===== src/hw/rtl/ettr_pkg.sv =====
// Shared types, register map and constants of the auto-exposure search core.
// No dependencies; every other file refers to it by scoped names.
package ettr_pkg;

   // Field widths fixed by the register map and result format
   localparam int EXP_W     = 20;
   localparam int LVL_W     = 12;
   localparam int CSR_IDX_W = 3;
   localparam int CSR_W     = 20;

   // Fixed-point form of the 0.0001 fraction: count * 10000 against total
   localparam int          RATIO_W = 14;
   localparam logic [13:0] RATIO   = 14'd10000;

   // Parameter defaults
   localparam int MAX_FRAME_PIXELS_DEFAULT = 4194304;
   localparam int PIXEL_BITS_DEFAULT       = 12;

   // Depth of the frame queue between front and back
   localparam int QUEUE_DEPTH = 4;

   // Register indexes
   localparam logic [CSR_IDX_W-1:0] CSR_INITIAL_EXPOSURE = 3'd0;
   localparam logic [CSR_IDX_W-1:0] CSR_MAX_EXPOSURE     = 3'd1;
   localparam logic [CSR_IDX_W-1:0] CSR_NEAR_FULL_LEVEL  = 3'd2;
   localparam logic [CSR_IDX_W-1:0] CSR_BLOWN_LEVEL      = 3'd3;
   localparam logic [CSR_IDX_W-1:0] CSR_HOT_PIXEL_LEVEL  = 3'd4;

   // Register reset values
   localparam logic [EXP_W-1:0] INITIAL_EXPOSURE_RESET = 20'd1000;
   localparam logic [EXP_W-1:0] MAX_EXPOSURE_RESET     = 20'd1004400;
   localparam logic [LVL_W-1:0] NEAR_FULL_LEVEL_RESET  = 12'd3891;
   localparam logic [LVL_W-1:0] BLOWN_LEVEL_RESET      = 12'd4055;
   localparam logic [LVL_W-1:0] HOT_PIXEL_LEVEL_RESET  = 12'd4095;

   // Frame verdict codes
   typedef enum logic [1:0] {
      VERDICT_GOOD  = 2'd0,
      VERDICT_UNDER = 2'd1,
      VERDICT_OVER  = 2'd2
   } verdict_type;

   // Configuration as seen by front and back
   typedef struct packed {
      logic [EXP_W-1:0] initial_exposure;
      logic [EXP_W-1:0] max_exposure;
      logic [LVL_W-1:0] near_full_level;
      logic [LVL_W-1:0] blown_level;
      logic [LVL_W-1:0] hot_pixel_level;
   } csr_type;

   // Width of a counter that saturates at max_pixels
   function automatic int cnt_width(input int max_pixels);
      return $clog2(max_pixels + 1);
   endfunction

endpackage


===== src/hw/rtl/ettr_front.sv =====
// Front end: accepts pixels, classifies them against the levels and keeps
// the per-frame counts; pushes one queue word per frame end or restart. Uses ettr_pkg.
module ettr_front #(
   parameter int MAX_FRAME_PIXELS = ettr_pkg::MAX_FRAME_PIXELS_DEFAULT,
   parameter int PIXEL_BITS       = ettr_pkg::PIXEL_BITS_DEFAULT,
   parameter int CNT_W            = ettr_pkg::cnt_width(MAX_FRAME_PIXELS),
   parameter int DATA_W           = 3 * CNT_W + 1
) (
   input  logic                  clock,
   input  logic                  reset,
   input  logic                  req_valid,
   output logic                  req_ready,
   input  logic [PIXEL_BITS-1:0] req_pixel,
   input  logic                  req_frame_end,
   input  logic                  req_restart,
   input  ettr_pkg::csr_type     csr,
   output logic                  push_valid,
   input  logic                  push_ready,
   output logic [DATA_W-1:0]     push_data
);

   localparam int CMP_W = (PIXEL_BITS > ettr_pkg::LVL_W) ? PIXEL_BITS : ettr_pkg::LVL_W;
   localparam logic [CNT_W-1:0] CNT_MAX = CNT_W'(MAX_FRAME_PIXELS);

   logic [CNT_W-1:0] pixel_count_ff, pixel_count_in, pixel_count_inc;
   logic [CNT_W-1:0] near_count_ff, near_count_in, near_count_upd;
   logic [CNT_W-1:0] blown_count_ff, blown_count_in, blown_count_upd;
   logic [CMP_W-1:0] px;
   logic             below_hot, is_near, is_blown, accept;

   // Classify the pixel; hot pixels only count toward the total
   always_comb begin
      px        = CMP_W'(req_pixel);
      below_hot = px < CMP_W'(csr.hot_pixel_level);
      is_near   = below_hot && (px >= CMP_W'(csr.near_full_level));
      is_blown  = below_hot && (px >= CMP_W'(csr.blown_level));
   end

   // Saturating counts including the word on the port
   always_comb begin
      pixel_count_inc = (pixel_count_ff < CNT_MAX) ? pixel_count_ff + 1'b1 : pixel_count_ff;
      near_count_upd  = near_count_ff;
      blown_count_upd = blown_count_ff;
      if (is_near && near_count_ff < CNT_MAX) begin
         near_count_upd = near_count_ff + 1'b1;
      end
      if (is_blown && blown_count_ff < CNT_MAX) begin
         blown_count_upd = blown_count_ff + 1'b1;
      end
   end

   assign req_ready  = push_ready;
   assign accept     = req_valid && push_ready;
   assign push_valid = req_valid && (req_frame_end || req_restart);
   assign push_data  = {req_restart, pixel_count_inc, near_count_upd, blown_count_upd};

   // Advance the counts, drop them at frame end or restart
   always_comb begin
      pixel_count_in = pixel_count_ff;
      near_count_in  = near_count_ff;
      blown_count_in = blown_count_ff;
      if (accept) begin
         if (req_restart || req_frame_end) begin
            pixel_count_in = '0;
            near_count_in  = '0;
            blown_count_in = '0;
         end else begin
            pixel_count_in = pixel_count_inc;
            near_count_in  = near_count_upd;
            blown_count_in = blown_count_upd;
         end
      end
   end

   always_ff @(posedge clock) begin
      if (reset) begin
         pixel_count_ff <= '0;
         near_count_ff  <= '0;
         blown_count_ff <= '0;
      end else begin
         pixel_count_ff <= pixel_count_in;
         near_count_ff  <= near_count_in;
         blown_count_ff <= blown_count_in;
      end
   end

endmodule


===== src/hw/rtl/ettr_queue.sv =====
// Short register queue of frame words between front and back.
// Depth from ettr_pkg::QUEUE_DEPTH.
module ettr_queue #(
   parameter int DATA_W = 8
) (
   input  logic              clock,
   input  logic              reset,
   input  logic              push_valid,
   output logic              push_ready,
   input  logic [DATA_W-1:0] push_data,
   output logic              pop_valid,
   input  logic              pop_ready,
   output logic [DATA_W-1:0] pop_data
);

   localparam int DEPTH = ettr_pkg::QUEUE_DEPTH;
   localparam int PTR_W = (DEPTH > 1) ? $clog2(DEPTH) : 1;
   localparam int CNT_W = $clog2(DEPTH + 1);
   localparam logic [PTR_W-1:0] PTR_LAST = PTR_W'(DEPTH - 1);

   logic [DATA_W-1:0] mem_ff [DEPTH];
   logic [PTR_W-1:0]  wr_ptr_ff, wr_ptr_in, rd_ptr_ff, rd_ptr_in;
   logic [CNT_W-1:0]  count_ff, count_in;
   logic              push, pop;

   assign push_ready = count_ff != CNT_W'(DEPTH);
   assign pop_valid  = count_ff != '0;
   assign pop_data   = mem_ff[rd_ptr_ff];
   assign push       = push_valid && push_ready;
   assign pop        = pop_valid && pop_ready;

   // Advance pointers and fill level
   always_comb begin
      wr_ptr_in = wr_ptr_ff;
      rd_ptr_in = rd_ptr_ff;
      count_in  = count_ff;
      if (push) begin
         wr_ptr_in = (wr_ptr_ff == PTR_LAST) ? '0 : wr_ptr_ff + 1'b1;
      end
      if (pop) begin
         rd_ptr_in = (rd_ptr_ff == PTR_LAST) ? '0 : rd_ptr_ff + 1'b1;
      end
      if (push && !pop) begin
         count_in = count_ff + 1'b1;
      end else if (pop && !push) begin
         count_in = count_ff - 1'b1;
      end
   end

   always_ff @(posedge clock) begin
      if (reset) begin
         wr_ptr_ff <= '0;
         rd_ptr_ff <= '0;
         count_ff  <= '0;
      end else begin
         wr_ptr_ff <= wr_ptr_in;
         rd_ptr_ff <= rd_ptr_in;
         count_ff  <= count_in;
      end
   end

   // Store the pushed word
   always_ff @(posedge clock) begin
      if (push) begin
         mem_ff[wr_ptr_ff] <= push_data;
      end
   end

endmodule


===== src/hw/rtl/ettr_back.sv =====
// Back end: judges each frame (scale, compare) and steps the exposure search,
// holding the result in an output register. Uses ettr_pkg.
module ettr_back #(
   parameter int MAX_FRAME_PIXELS = ettr_pkg::MAX_FRAME_PIXELS_DEFAULT,
   parameter int CNT_W            = ettr_pkg::cnt_width(MAX_FRAME_PIXELS),
   parameter int DATA_W           = 3 * CNT_W + 1
) (
   input  logic                       clock,
   input  logic                       reset,
   input  logic                       pop_valid,
   output logic                       pop_ready,
   input  logic [DATA_W-1:0]          pop_data,
   input  ettr_pkg::csr_type          csr,
   output logic                       rsp_valid,
   input  logic                       rsp_ready,
   output logic [ettr_pkg::EXP_W-1:0] rsp_next_exposure,
   output logic [1:0]                 rsp_verdict,
   output logic                       rsp_search_done,
   output logic                       rsp_at_limit
);

   localparam int EXP_W  = ettr_pkg::EXP_W;
   localparam int PROD_W = CNT_W + ettr_pkg::RATIO_W;

   // Pipeline registers
   logic                      s1_valid_ff, s1_restart_ff;
   logic [CNT_W-1:0]          s1_pixel_count_ff;
   logic [PROD_W-1:0]         s1_near_prod_ff, s1_blown_prod_ff;
   logic                      s2_valid_ff, s2_restart_ff;
   ettr_pkg::verdict_type     s2_verdict_ff, s2_verdict_in;

   // Search state
   logic [EXP_W-1:0]          cur_exp_ff, under_value_ff, over_value_ff;
   logic                      under_known_ff, over_known_ff, finished_ff;

   // Output register
   logic                      rsp_valid_ff;
   logic [EXP_W-1:0]          rsp_next_exposure_ff;
   ettr_pkg::verdict_type     rsp_verdict_ff;
   logic                      rsp_search_done_ff, rsp_at_limit_ff;

   logic                      adv, step;
   logic [CNT_W-1:0]          in_pixel_count, in_near_count, in_blown_count;
   logic [EXP_W:0]            under_sum, over_sum, doubled, max_ext, cur_ext;
   logic                      at_max, done;
   logic                      limit;
   logic [EXP_W-1:0]          next_exp;

   // Whole back end moves together unless a result waits
   assign adv       = !(rsp_valid_ff && !rsp_ready);
   assign pop_ready = adv;
   assign step      = adv && s2_valid_ff && !s2_restart_ff;

   assign in_blown_count = pop_data[CNT_W-1:0];
   assign in_near_count  = pop_data[2*CNT_W-1:CNT_W];
   assign in_pixel_count = pop_data[3*CNT_W-1:2*CNT_W];

   // Stage 1: scale the near-full and blown counts
   always_ff @(posedge clock) begin
      if (reset) begin
         s1_valid_ff <= 1'b0;
      end else if (adv) begin
         s1_valid_ff <= pop_valid;
      end
   end

   always_ff @(posedge clock) begin
      if (adv) begin
         s1_restart_ff     <= pop_data[DATA_W-1];
         s1_pixel_count_ff <= in_pixel_count;
         s1_near_prod_ff   <= PROD_W'(in_near_count) * PROD_W'(ettr_pkg::RATIO);
         s1_blown_prod_ff  <= PROD_W'(in_blown_count) * PROD_W'(ettr_pkg::RATIO);
      end
   end

   // Stage 2: judge the frame
   always_comb begin
      if (s1_near_prod_ff < PROD_W'(s1_pixel_count_ff)) begin
         s2_verdict_in = ettr_pkg::VERDICT_UNDER;
      end else if (s1_blown_prod_ff > PROD_W'(s1_pixel_count_ff)) begin
         s2_verdict_in = ettr_pkg::VERDICT_OVER;
      end else begin
         s2_verdict_in = ettr_pkg::VERDICT_GOOD;
      end
   end

   always_ff @(posedge clock) begin
      if (reset) begin
         s2_valid_ff <= 1'b0;
      end else if (adv) begin
         s2_valid_ff <= s1_valid_ff;
      end
   end

   always_ff @(posedge clock) begin
      if (adv) begin
         s2_restart_ff <= s1_restart_ff;
         s2_verdict_ff <= s2_verdict_in;
      end
   end

   // Stage 3: candidate exposures
   always_comb begin
      cur_ext   = {1'b0, cur_exp_ff};
      max_ext   = {1'b0, csr.max_exposure};
      under_sum = cur_ext + {1'b0, under_value_ff};
      over_sum  = cur_ext + {1'b0, over_value_ff};
      doubled   = {cur_exp_ff, 1'b0};
      at_max    = (cur_ext + 1'b1 >= max_ext) && (cur_ext <= max_ext + 1'b1);
   end

   // Bisect, halve or double; stop on a good frame, at the limit or on no change
   always_comb begin
      next_exp = cur_exp_ff;
      done     = 1'b0;
      limit    = 1'b0;
      if (finished_ff || s2_verdict_ff == ettr_pkg::VERDICT_GOOD) begin
         done = 1'b1;
      end else if (s2_verdict_ff == ettr_pkg::VERDICT_OVER) begin
         next_exp = under_known_ff ? under_sum[EXP_W:1] : cur_exp_ff >> 1;
      end else if (over_known_ff) begin
         next_exp = over_sum[EXP_W:1];
      end else if (at_max) begin
         limit = 1'b1;
         done  = 1'b1;
      end else begin
         next_exp = (doubled < max_ext) ? doubled[EXP_W-1:0] : csr.max_exposure;
      end
      if (!done && next_exp == cur_exp_ff) begin
         done = 1'b1;
         if (s2_verdict_ff == ettr_pkg::VERDICT_OVER && under_known_ff) begin
            next_exp = under_value_ff;
         end
      end
   end

   // Update search state; restart reloads the initial exposure
   always_ff @(posedge clock) begin
      if (reset) begin
         cur_exp_ff     <= ettr_pkg::INITIAL_EXPOSURE_RESET;
         under_known_ff <= 1'b0;
         over_known_ff  <= 1'b0;
         finished_ff    <= 1'b0;
      end else if (adv && s2_valid_ff && s2_restart_ff) begin
         cur_exp_ff     <= csr.initial_exposure;
         under_known_ff <= 1'b0;
         over_known_ff  <= 1'b0;
         finished_ff    <= 1'b0;
      end else if (step && !finished_ff && s2_verdict_ff != ettr_pkg::VERDICT_GOOD) begin
         cur_exp_ff  <= next_exp;
         finished_ff <= done;
         if (s2_verdict_ff == ettr_pkg::VERDICT_OVER) begin
            over_known_ff <= 1'b1;
         end else begin
            under_known_ff <= 1'b1;
         end
      end
   end

   // Last under- and overexposed values
   always_ff @(posedge clock) begin
      if (step && !finished_ff && s2_verdict_ff == ettr_pkg::VERDICT_OVER) begin
         over_value_ff <= cur_exp_ff;
      end
      if (step && !finished_ff && s2_verdict_ff == ettr_pkg::VERDICT_UNDER) begin
         under_value_ff <= cur_exp_ff;
      end
   end

   // Output register
   always_ff @(posedge clock) begin
      if (reset) begin
         rsp_valid_ff <= 1'b0;
      end else if (adv) begin
         rsp_valid_ff <= s2_valid_ff && !s2_restart_ff;
      end
   end

   always_ff @(posedge clock) begin
      if (step) begin
         rsp_next_exposure_ff <= next_exp;
         rsp_verdict_ff       <= s2_verdict_ff;
         rsp_search_done_ff   <= done;
         rsp_at_limit_ff      <= limit;
      end
   end

   assign rsp_valid         = rsp_valid_ff;
   assign rsp_next_exposure = rsp_next_exposure_ff;
   assign rsp_verdict       = rsp_verdict_ff;
   assign rsp_search_done   = rsp_search_done_ff;
   assign rsp_at_limit      = rsp_at_limit_ff;

endmodule


===== src/hw/rtl/ettr_auto_exposure_search_core.sv =====
// Channel   Ports                                          Moves
// req       req_valid/ready, pixel, frame_end, restart     one pixel word per cycle while ready
// rsp       rsp_valid/ready, next_exposure, verdict, ...   one result word per frame end
// csr       csr_wen, csr_index, csr_wdata                  register write, no wait
//
// Takes one pixel word per cycle while req_ready is high; per-pixel work is compares
// and counter steps. rsp_valid rises once a frame's last pixel has passed the queue
// write, scale, judge and search step into the output register; the four-entry frame
// queue lets frames follow back to back.
// Reset is synchronous; there is no clearing pass.
// A stalled rsp freezes the back end; req_ready drops only once the queue is full.
// Top level: register file plus front, queue and back. Uses ettr_pkg.
module ettr_auto_exposure_search_core #(
   parameter int MAX_FRAME_PIXELS = ettr_pkg::MAX_FRAME_PIXELS_DEFAULT,
   parameter int PIXEL_BITS       = ettr_pkg::PIXEL_BITS_DEFAULT
) (
   input  logic                           clock,
   input  logic                           reset,
   input  logic                           req_valid,
   output logic                           req_ready,
   input  logic [PIXEL_BITS-1:0]          req_pixel,
   input  logic                           req_frame_end,
   input  logic                           req_restart,
   output logic                           rsp_valid,
   input  logic                           rsp_ready,
   output logic [ettr_pkg::EXP_W-1:0]     rsp_next_exposure,
   output logic [1:0]                     rsp_verdict,
   output logic                           rsp_search_done,
   output logic                           rsp_at_limit,
   input  logic                           csr_wen,
   input  logic [ettr_pkg::CSR_IDX_W-1:0] csr_index,
   input  logic [ettr_pkg::CSR_W-1:0]     csr_wdata
);

   localparam int CNT_W  = ettr_pkg::cnt_width(MAX_FRAME_PIXELS);
   localparam int DATA_W = 3 * CNT_W + 1;

   ettr_pkg::csr_type csr_ff;
   logic              push_valid, push_ready, pop_valid, pop_ready;
   logic [DATA_W-1:0] push_data, pop_data;

   // Register writes
   always_ff @(posedge clock) begin
      if (reset) begin
         csr_ff.initial_exposure <= ettr_pkg::INITIAL_EXPOSURE_RESET;
         csr_ff.max_exposure     <= ettr_pkg::MAX_EXPOSURE_RESET;
         csr_ff.near_full_level  <= ettr_pkg::NEAR_FULL_LEVEL_RESET;
         csr_ff.blown_level      <= ettr_pkg::BLOWN_LEVEL_RESET;
         csr_ff.hot_pixel_level  <= ettr_pkg::HOT_PIXEL_LEVEL_RESET;
      end else if (csr_wen) begin
         unique case (csr_index)
            ettr_pkg::CSR_INITIAL_EXPOSURE: begin
               csr_ff.initial_exposure <= csr_wdata[ettr_pkg::EXP_W-1:0];
            end
            ettr_pkg::CSR_MAX_EXPOSURE: begin
               csr_ff.max_exposure <= csr_wdata[ettr_pkg::EXP_W-1:0];
            end
            ettr_pkg::CSR_NEAR_FULL_LEVEL: begin
               csr_ff.near_full_level <= csr_wdata[ettr_pkg::LVL_W-1:0];
            end
            ettr_pkg::CSR_BLOWN_LEVEL: begin
               csr_ff.blown_level <= csr_wdata[ettr_pkg::LVL_W-1:0];
            end
            ettr_pkg::CSR_HOT_PIXEL_LEVEL: begin
               csr_ff.hot_pixel_level <= csr_wdata[ettr_pkg::LVL_W-1:0];
            end
            default: begin
            end
         endcase
      end
   end

   ettr_front #(
      .MAX_FRAME_PIXELS (MAX_FRAME_PIXELS),
      .PIXEL_BITS       (PIXEL_BITS),
      .CNT_W            (CNT_W),
      .DATA_W           (DATA_W)
   ) u_front (
      .clock         (clock),
      .reset         (reset),
      .req_valid     (req_valid),
      .req_ready     (req_ready),
      .req_pixel     (req_pixel),
      .req_frame_end (req_frame_end),
      .req_restart   (req_restart),
      .csr           (csr_ff),
      .push_valid    (push_valid),
      .push_ready    (push_ready),
      .push_data     (push_data)
   );

   ettr_queue #(
      .DATA_W (DATA_W)
   ) u_queue (
      .clock      (clock),
      .reset      (reset),
      .push_valid (push_valid),
      .push_ready (push_ready),
      .push_data  (push_data),
      .pop_valid  (pop_valid),
      .pop_ready  (pop_ready),
      .pop_data   (pop_data)
   );

   ettr_back #(
      .MAX_FRAME_PIXELS (MAX_FRAME_PIXELS),
      .CNT_W            (CNT_W),
      .DATA_W           (DATA_W)
   ) u_back (
      .clock             (clock),
      .reset             (reset),
      .pop_valid         (pop_valid),
      .pop_ready         (pop_ready),
      .pop_data          (pop_data),
      .csr               (csr_ff),
      .rsp_valid         (rsp_valid),
      .rsp_ready         (rsp_ready),
      .rsp_next_exposure (rsp_next_exposure),
      .rsp_verdict       (rsp_verdict),
      .rsp_search_done   (rsp_search_done),
      .rsp_at_limit      (rsp_at_limit)
   );

endmodule


===== config.mk =====
export PLATFORM = sky130hd
export DESIGN_NAME = ettr_auto_exposure_search_core
export DESIGN_NICKNAME = d
export VERILOG_FILES = /design/src/hw/rtl/ettr_pkg.sv /design/src/hw/rtl/ettr_front.sv /design/src/hw/rtl/ettr_queue.sv /design/src/hw/rtl/ettr_back.sv /design/src/hw/rtl/ettr_auto_exposure_search_core.sv
export SDC_FILE = /design/constraint.sdc
export NUM_CORES = 2
export LEC_CHECK = 0
export ABC_CLOCK_PERIOD_IN_PS = 17400
export BUFFER_PORTS_ARGS = -buffer_cell sky130_fd_sc_hd__buf_2
export CORE_MARGIN = 3
export CORE_UTILIZATION = 65
export CTS_CLUSTER_SIZE = 24
export DETAILED_ROUTE_END_ITERATION = 7
export PLACE_DENSITY = 0.9
export SLEW_MARGIN = 15
export SYNTH_ARGS = -nofsm -noshare
export SYNTH_HDL_FRONTEND = slang
export SYNTH_SLANG_ARGS = --single-unit

===== constraint.sdc =====
create_clock -name clock -period 17.4 [get_ports clock]
set_clock_uncertainty 0.2 [all_clocks]
set_input_delay 3.48 -clock clock [delete_from_list [all_inputs] [get_ports clock]]
set_output_delay 3.48 -clock clock [all_outputs]
set_load 0.03 [all_outputs]

# After elaboration in Yosys (flattened, before gate mapping)
# Memory sizes are Yosys's and may differ from the RTL's. A register that Yosys moved wholly into a read port is not among the register bits.
# Index checks and enable logic that the tools add are counted.
# word_totals
register_bits	335
ramBits	280
inputBits	42
output_inout_bits	26
n_memories	1
# op_classes
add_sub_neg	11
multipliers	2
magnitude_cmp	11
eq_ne	10
mux	30
bitwise_logic	1
n_reduce_logical	45
# mem_list
memory	words	word_bits	rd	rd_ports_with_merged_regs	wr	line_no	text
u_queue.mem_ff	4	70	1	1	1	ettr_queue.sv:21	logic [DATA_W-1:0] mem_ff [DEPTH];
# op_table
operator	count
20-bit 2-to-1 mux	10
23-bit 2-to-1 mux	6
23-bit by 1-bit adder with 23-bit output (second input constant)	3
23-bit less-than comparator (second input constant)	3
23-bit by 10-bit multiplier with 33-bit output (second input constant)	2
20-bit by 1-bit adder with 21-bit output (second input constant)	2
20-bit by 20-bit adder with 21-bit output	2
37-bit by 23-bit greater-than comparator with 1-bit output	1
37-bit by 23-bit less-than comparator with 1-bit output	1
12-bit >= comparator	2
1-bit logical AND	22
21-bit by 20-bit >= comparator with 1-bit output	1
20-bit by 21-bit less-or-equal comparator with 1-bit output	1
21-bit by 20-bit less-than comparator with 1-bit output	1
20-bit equality test	1
2-bit AND reduction	7
12-bit less-than comparator	1
2-bit 2-to-1 mux	5
1-bit zero test	7
1-bit 2-to-1 mux	7
2-bit equality test (second input constant)	3
3-bit by 2-bit equality test with 1-bit output (second input constant)	2
3-bit 2-to-1 mux	2
2-bit nonzero test	3
13 further kinds	15

# Logic depth before layout (Yosys ltp)
# logic_depth
word_depth	12
depth_mapped	27
depth_no_buf	25

# Cells and area by module
# Synthesis repeated with hierarchy kept, for this count alone.
# hier_totals
hier_cells	3633
hier_area_um2	39462.8
# modules_own_cells
mod	instances	cells_per_inst	area_per_inst_um2	seq_area_each_um2
ettr_back	1	2216	20584.7	5235.0
ettr_queue	1	414	10546.4	8588.2
ettr_front	1	709	5286.3	1381.3
ettr_auto_exposure_search_core	1	294	3045.4	1521.5

# Worst setup path before layout
# OpenSTA, ideal clock, no wires.
# synth_timing
kind	input-to-reg
from	in rsp_ready
to	reg u_back.under_value_ff[0], enable pin
setup_time_ns	0.397
arrival_time_ns	8.283
path_slack_ns	8.521
path_stages	7
path_buffers	1
path_cell_list	nand2b_1 > clkbuf_1 > nand2_1 > or2_2 > inv_1 > nand2_1 > nor2_1
# synth_via
elab_chain_cells	7
# synth_lines
element	line_no	text
from (decl)	ettr_auto_exposure_search_core.sv:25	input logic rsp_ready,
1-bit zero test	ettr_back.sv:50	assign adv = !(rsp_valid_ff && !rsp_ready);
1-bit logical AND	ettr_back.sv:50	
1-bit zero test	ettr_back.sv:50	
1-bit logical AND (2 in series)	ettr_back.sv:52	assign step = adv && s2_valid_ff && !s2_restart_ff;
net u_back.step	ettr_back.sv:42	logic adv, step;
1-bit logical AND (2 in series)	ettr_back.sv:165	if (step && !finished_ff && s2_verdict_ff == ettr_pkg::VERDICT_UNDER) begin
to (signal assigned)	ettr_back.sv:166	under_value_ff <= cur_exp_ff;
to (decl)	ettr_back.sv:33	logic [EXP_W-1:0] cur_exp_ff, under_value_ff, over_value_ff;
# The timed path passes the listed nets, and every way through them passes these cells.
# A chain may end at the register's enable or synchronous reset.

==> results by group <==
Status
  • Status: finished with violations
  • Failing checks: DRC

STA
  • Endpoints failing hold: 0
  • Smallest hold slack: 0.264 ns
  • Setup violations, final: 0
  • Slew Limit Fails: 0
  • RSZ-0062 raised after global routing: no
  • Slew Limit Headroom: 0.217
  • Final period utilization: 0.448
  • Final TNS setup: 0 ns
  • Final critical-path required period: 7.80 ns
  • Max Freq: 0.128 GHz
  • Slew of the pin with the lowest slew margin: around 1.2 ns

Place
  • IO buf count: 67
  • Placer Congestion: approximately 0.98
  • DP HPWL: 70000 um

CTS
  • Setup Buffers After CTS: 0
  • Post-CTS Resized: 0
  • Inserted Clock Buffers: 60
  • Bufs on Longest Clock Path: 3
  • Hold Buf Count CTS: 0
  • Clock transition at path regs: 0.07 ns
  • Clock root buffer: clkbuf_16
  • H-tree levels: 2
  • CTS tree: done
  • Worst skew pair latency: 0.69 ns
  • TritonCTS Sinks: 617

Global route
  • All-Layer GR Usage: 0.340
  • Number of global-route vias before repair: ~30k
  • M2 GR Usage: 0.532
  • GRT met1 Usage: 0.443
  • Top Usage Layer GRT: met2
  • Remaining Overflow, GRT: 0
  • First-pass GRT wire length: 167000 um
  • Largest net degree at the start of global routing: 82
  • Antenna violations before repair: 1
  • Met3 Usage GRT: 0.0918

Worst setup path
  • Crit path max fanout: 38
  • Crit end category: flop
  • Crit path max-delay cell type: dfxtp_4
  • Startpoint types: flop
  • Slowest stage delay, CP: 0.70 ns
  • Buf+Inv Stages, Crit Path: 7
  • Worst EP arrival: 7.96 ns
  • Classification of the worst setup path: reg2reg
  • CP most frequent cell: inv_1
  • CP Data Required Time: 17.56 ns
  • CP delay by family, top: compound AO/OA/AOI/OAI gates

Synth
  • Top area cells in the synthesized netlist: edfxtp_1, ha_1, dfxtp_1, fa_1, inv_1
  • Sequential area share after synthesis: 0.433
  • Post-synth top area share: 0.340
  • Cell variety after synth: 88
  • Top FF cell, synth: edfxtp_1
  • Syn Area/Cell: 10.8 um^2
  • Top cell type by total area after synthesis: edfxtp_1
  • Synth Register Bits: 617
  • Asr flop ratio synth: 0
  • Synthesized area: 38600 um^2
  • Syn. warnings: 0
  • Post-synthesis cell count: 3577
  • Syn Nets: approximately 4k
  • Post-synth EDFFs: ~440

Finish
  • NumNets Final: 4141
  • Layout cell share with drive strength beyond 1: 0.0961
  • Filler instances: 3503
  • Reg area: 16700 um^2
  • Area Growth Syn to Fin: 8.81%
  • Final Util: 0.722
  • Area of the multi-input gates: between 15000 and 20000 um^2

Route
  • Total number of vias: roughly 30k
  • Routed len/inst: 24.3 um
  • DRT iter0 DRCs: 4180
  • Drt pass-1 iters: 8
  • Final wirelength: approximately 110000 um
  • Post-route ant nets: 0
  • # DRC: 142
  • Via density: around 6.8

Worst hold path
  • Worst min-delay path category: reg2reg

Floorplanning
  • Num rows: a little under 90
  • Die outline width: around 250 um
  • Die H: roughly 250 um
  • IO Count: 68
  • Die ar.: 62400 um^2
  • Core Region: between 50000 and 60000 um^2
  • Initial core utilization: 0.664

Flow run
  • Maxcap violations: 0
==> path summary, 6_finish.rpt <==
check	startpoint	endpoint	slack, ns	depth (start not counted)
max reg2reg	flop	u_back.s1_blown_prod_ff[35]	9.60	26
min	csr_ff[30]	csr_ff[30]	0.26	2
max	flop	u_back.s1_blown_prod_ff[35]	9.60	26
min reg2reg	csr_ff[30]	csr_ff[30]	0.26	2
==> stage by stage <==
stage                     setup WS, ns  instance area, um^2  instances
final                             9.60                42100       4439
after CTS                         9.67                42000       4438
after detailed placement          9.86                39800       4324
after global routing              9.27                42100       4438
after global placement           10.04                39800       4324
after floorplan                   8.52                38600       3577
==> layout make-up <==
cell class | instances | share of cell area
inverters | 457 | 0.0408
multi-input cells | 2369 | 0.469
diodes | 1 | 0.0000595
clock inverters | 39 | 0.0136
repair buffers | 116 | 0.0168
well taps | 765 | 0.0228
flip-flops and latches | 617 | 0.398
clock buffers | 75 | 0.0389
==> cells in the mapped netlist, types with 52 or more instances <==
| cell | number |
|---|---|
| inv_1 | 457 |
| edfxtp_1 | 437 |
| ha_1 | 363 |
| nand2_1 | 287 |
| nor2_1 | 209 |
| dfxtp_1 | 180 |
| a21oi_1 | 161 |
| xnor2_1 | 118 |
| fa_1 | 115 |
| o21ai_0 | 112 |
| clkbuf_1 | 109 |
| nand3_1 | 76 |
| a21o_1 | 72 |
| mux4_2 | 70 |
| xor2_1 | 53 |
| nor3_1 | 52 |
==> layer usage <==
metal	wire (um)	vias up
met2	48300	2350
met1	39100	14100
li1	-	13000
met5	9	-
met3	14300	561
met4	6250	2
==> tightest hold or removal path, cell delays in order (launching register included) <==
cell and delay, ns:
dfxtp_1 0.31, nand2_1 0.06, a21oi_1 0.05
==> logic make-up (layout without fill, tap and decap cells) <==
| group | count (synthesis) | after routing | synth area share |
|---|---|---|---|
| flops | 617 | 617 | 0.433 |
| buf+inv | 591 | 687 | 0.0580 |
| compound gates | 692 | 692 | 0.122 |
| mux | 123 | 123 | 0.0560 |
| simple gates | 905 | 905 | 0.115 |
| fa+ha+maj | 478 | 478 | 0.177 |
| other cells | 0 | 1 | 0 |
| xor+xnor | 171 | 171 | 0.0388 |
==> flip-flops by register name (all words and copies together), names as in the netlist, 2 cells and up, named ones only <==
name	flops
csr_ff	76
u_back.cur_exp_ff	20
u_back.over_value_ff	20
u_back.rsp_next_exposure	20
u_back.rsp_verdict	2
u_back.s1_blown_prod_ff	33
u_back.s1_near_prod_ff	33
u_back.s1_pixel_count_ff	23
u_back.s2_verdict_ff	2
u_back.under_value_ff	20
u_front.blown_count_ff	23
u_front.near_count_ff	23
u_front.pixel_count_ff	23
u_queue.count_ff	3
u_queue.mem_ff	280
u_queue.rd_ptr_ff	2
u_queue.wr_ptr_ff	2
==> placed cells by master, fill, tap and decap left out, types with 72 or more instances in the layout <==
| cell type | count |
|---|---|
| ha_1 | 363 |
| nand3_1 | 76 |
| a21oi_1 | 161 |
| fa_1 | 115 |
| nand2_1 | 287 |
| o21ai_0 | 112 |
| a21o_1 | 72 |
| nor2_1 | 205 |
| edfxtp_1 | 437 |
| dfxtp_1 | 178 |
| inv_1 | 458 |
| xnor2_1 | 118 |
Power is not shown: default switching activity piles up to over one toggle a cycle in this logic, so the estimate is an artifact.
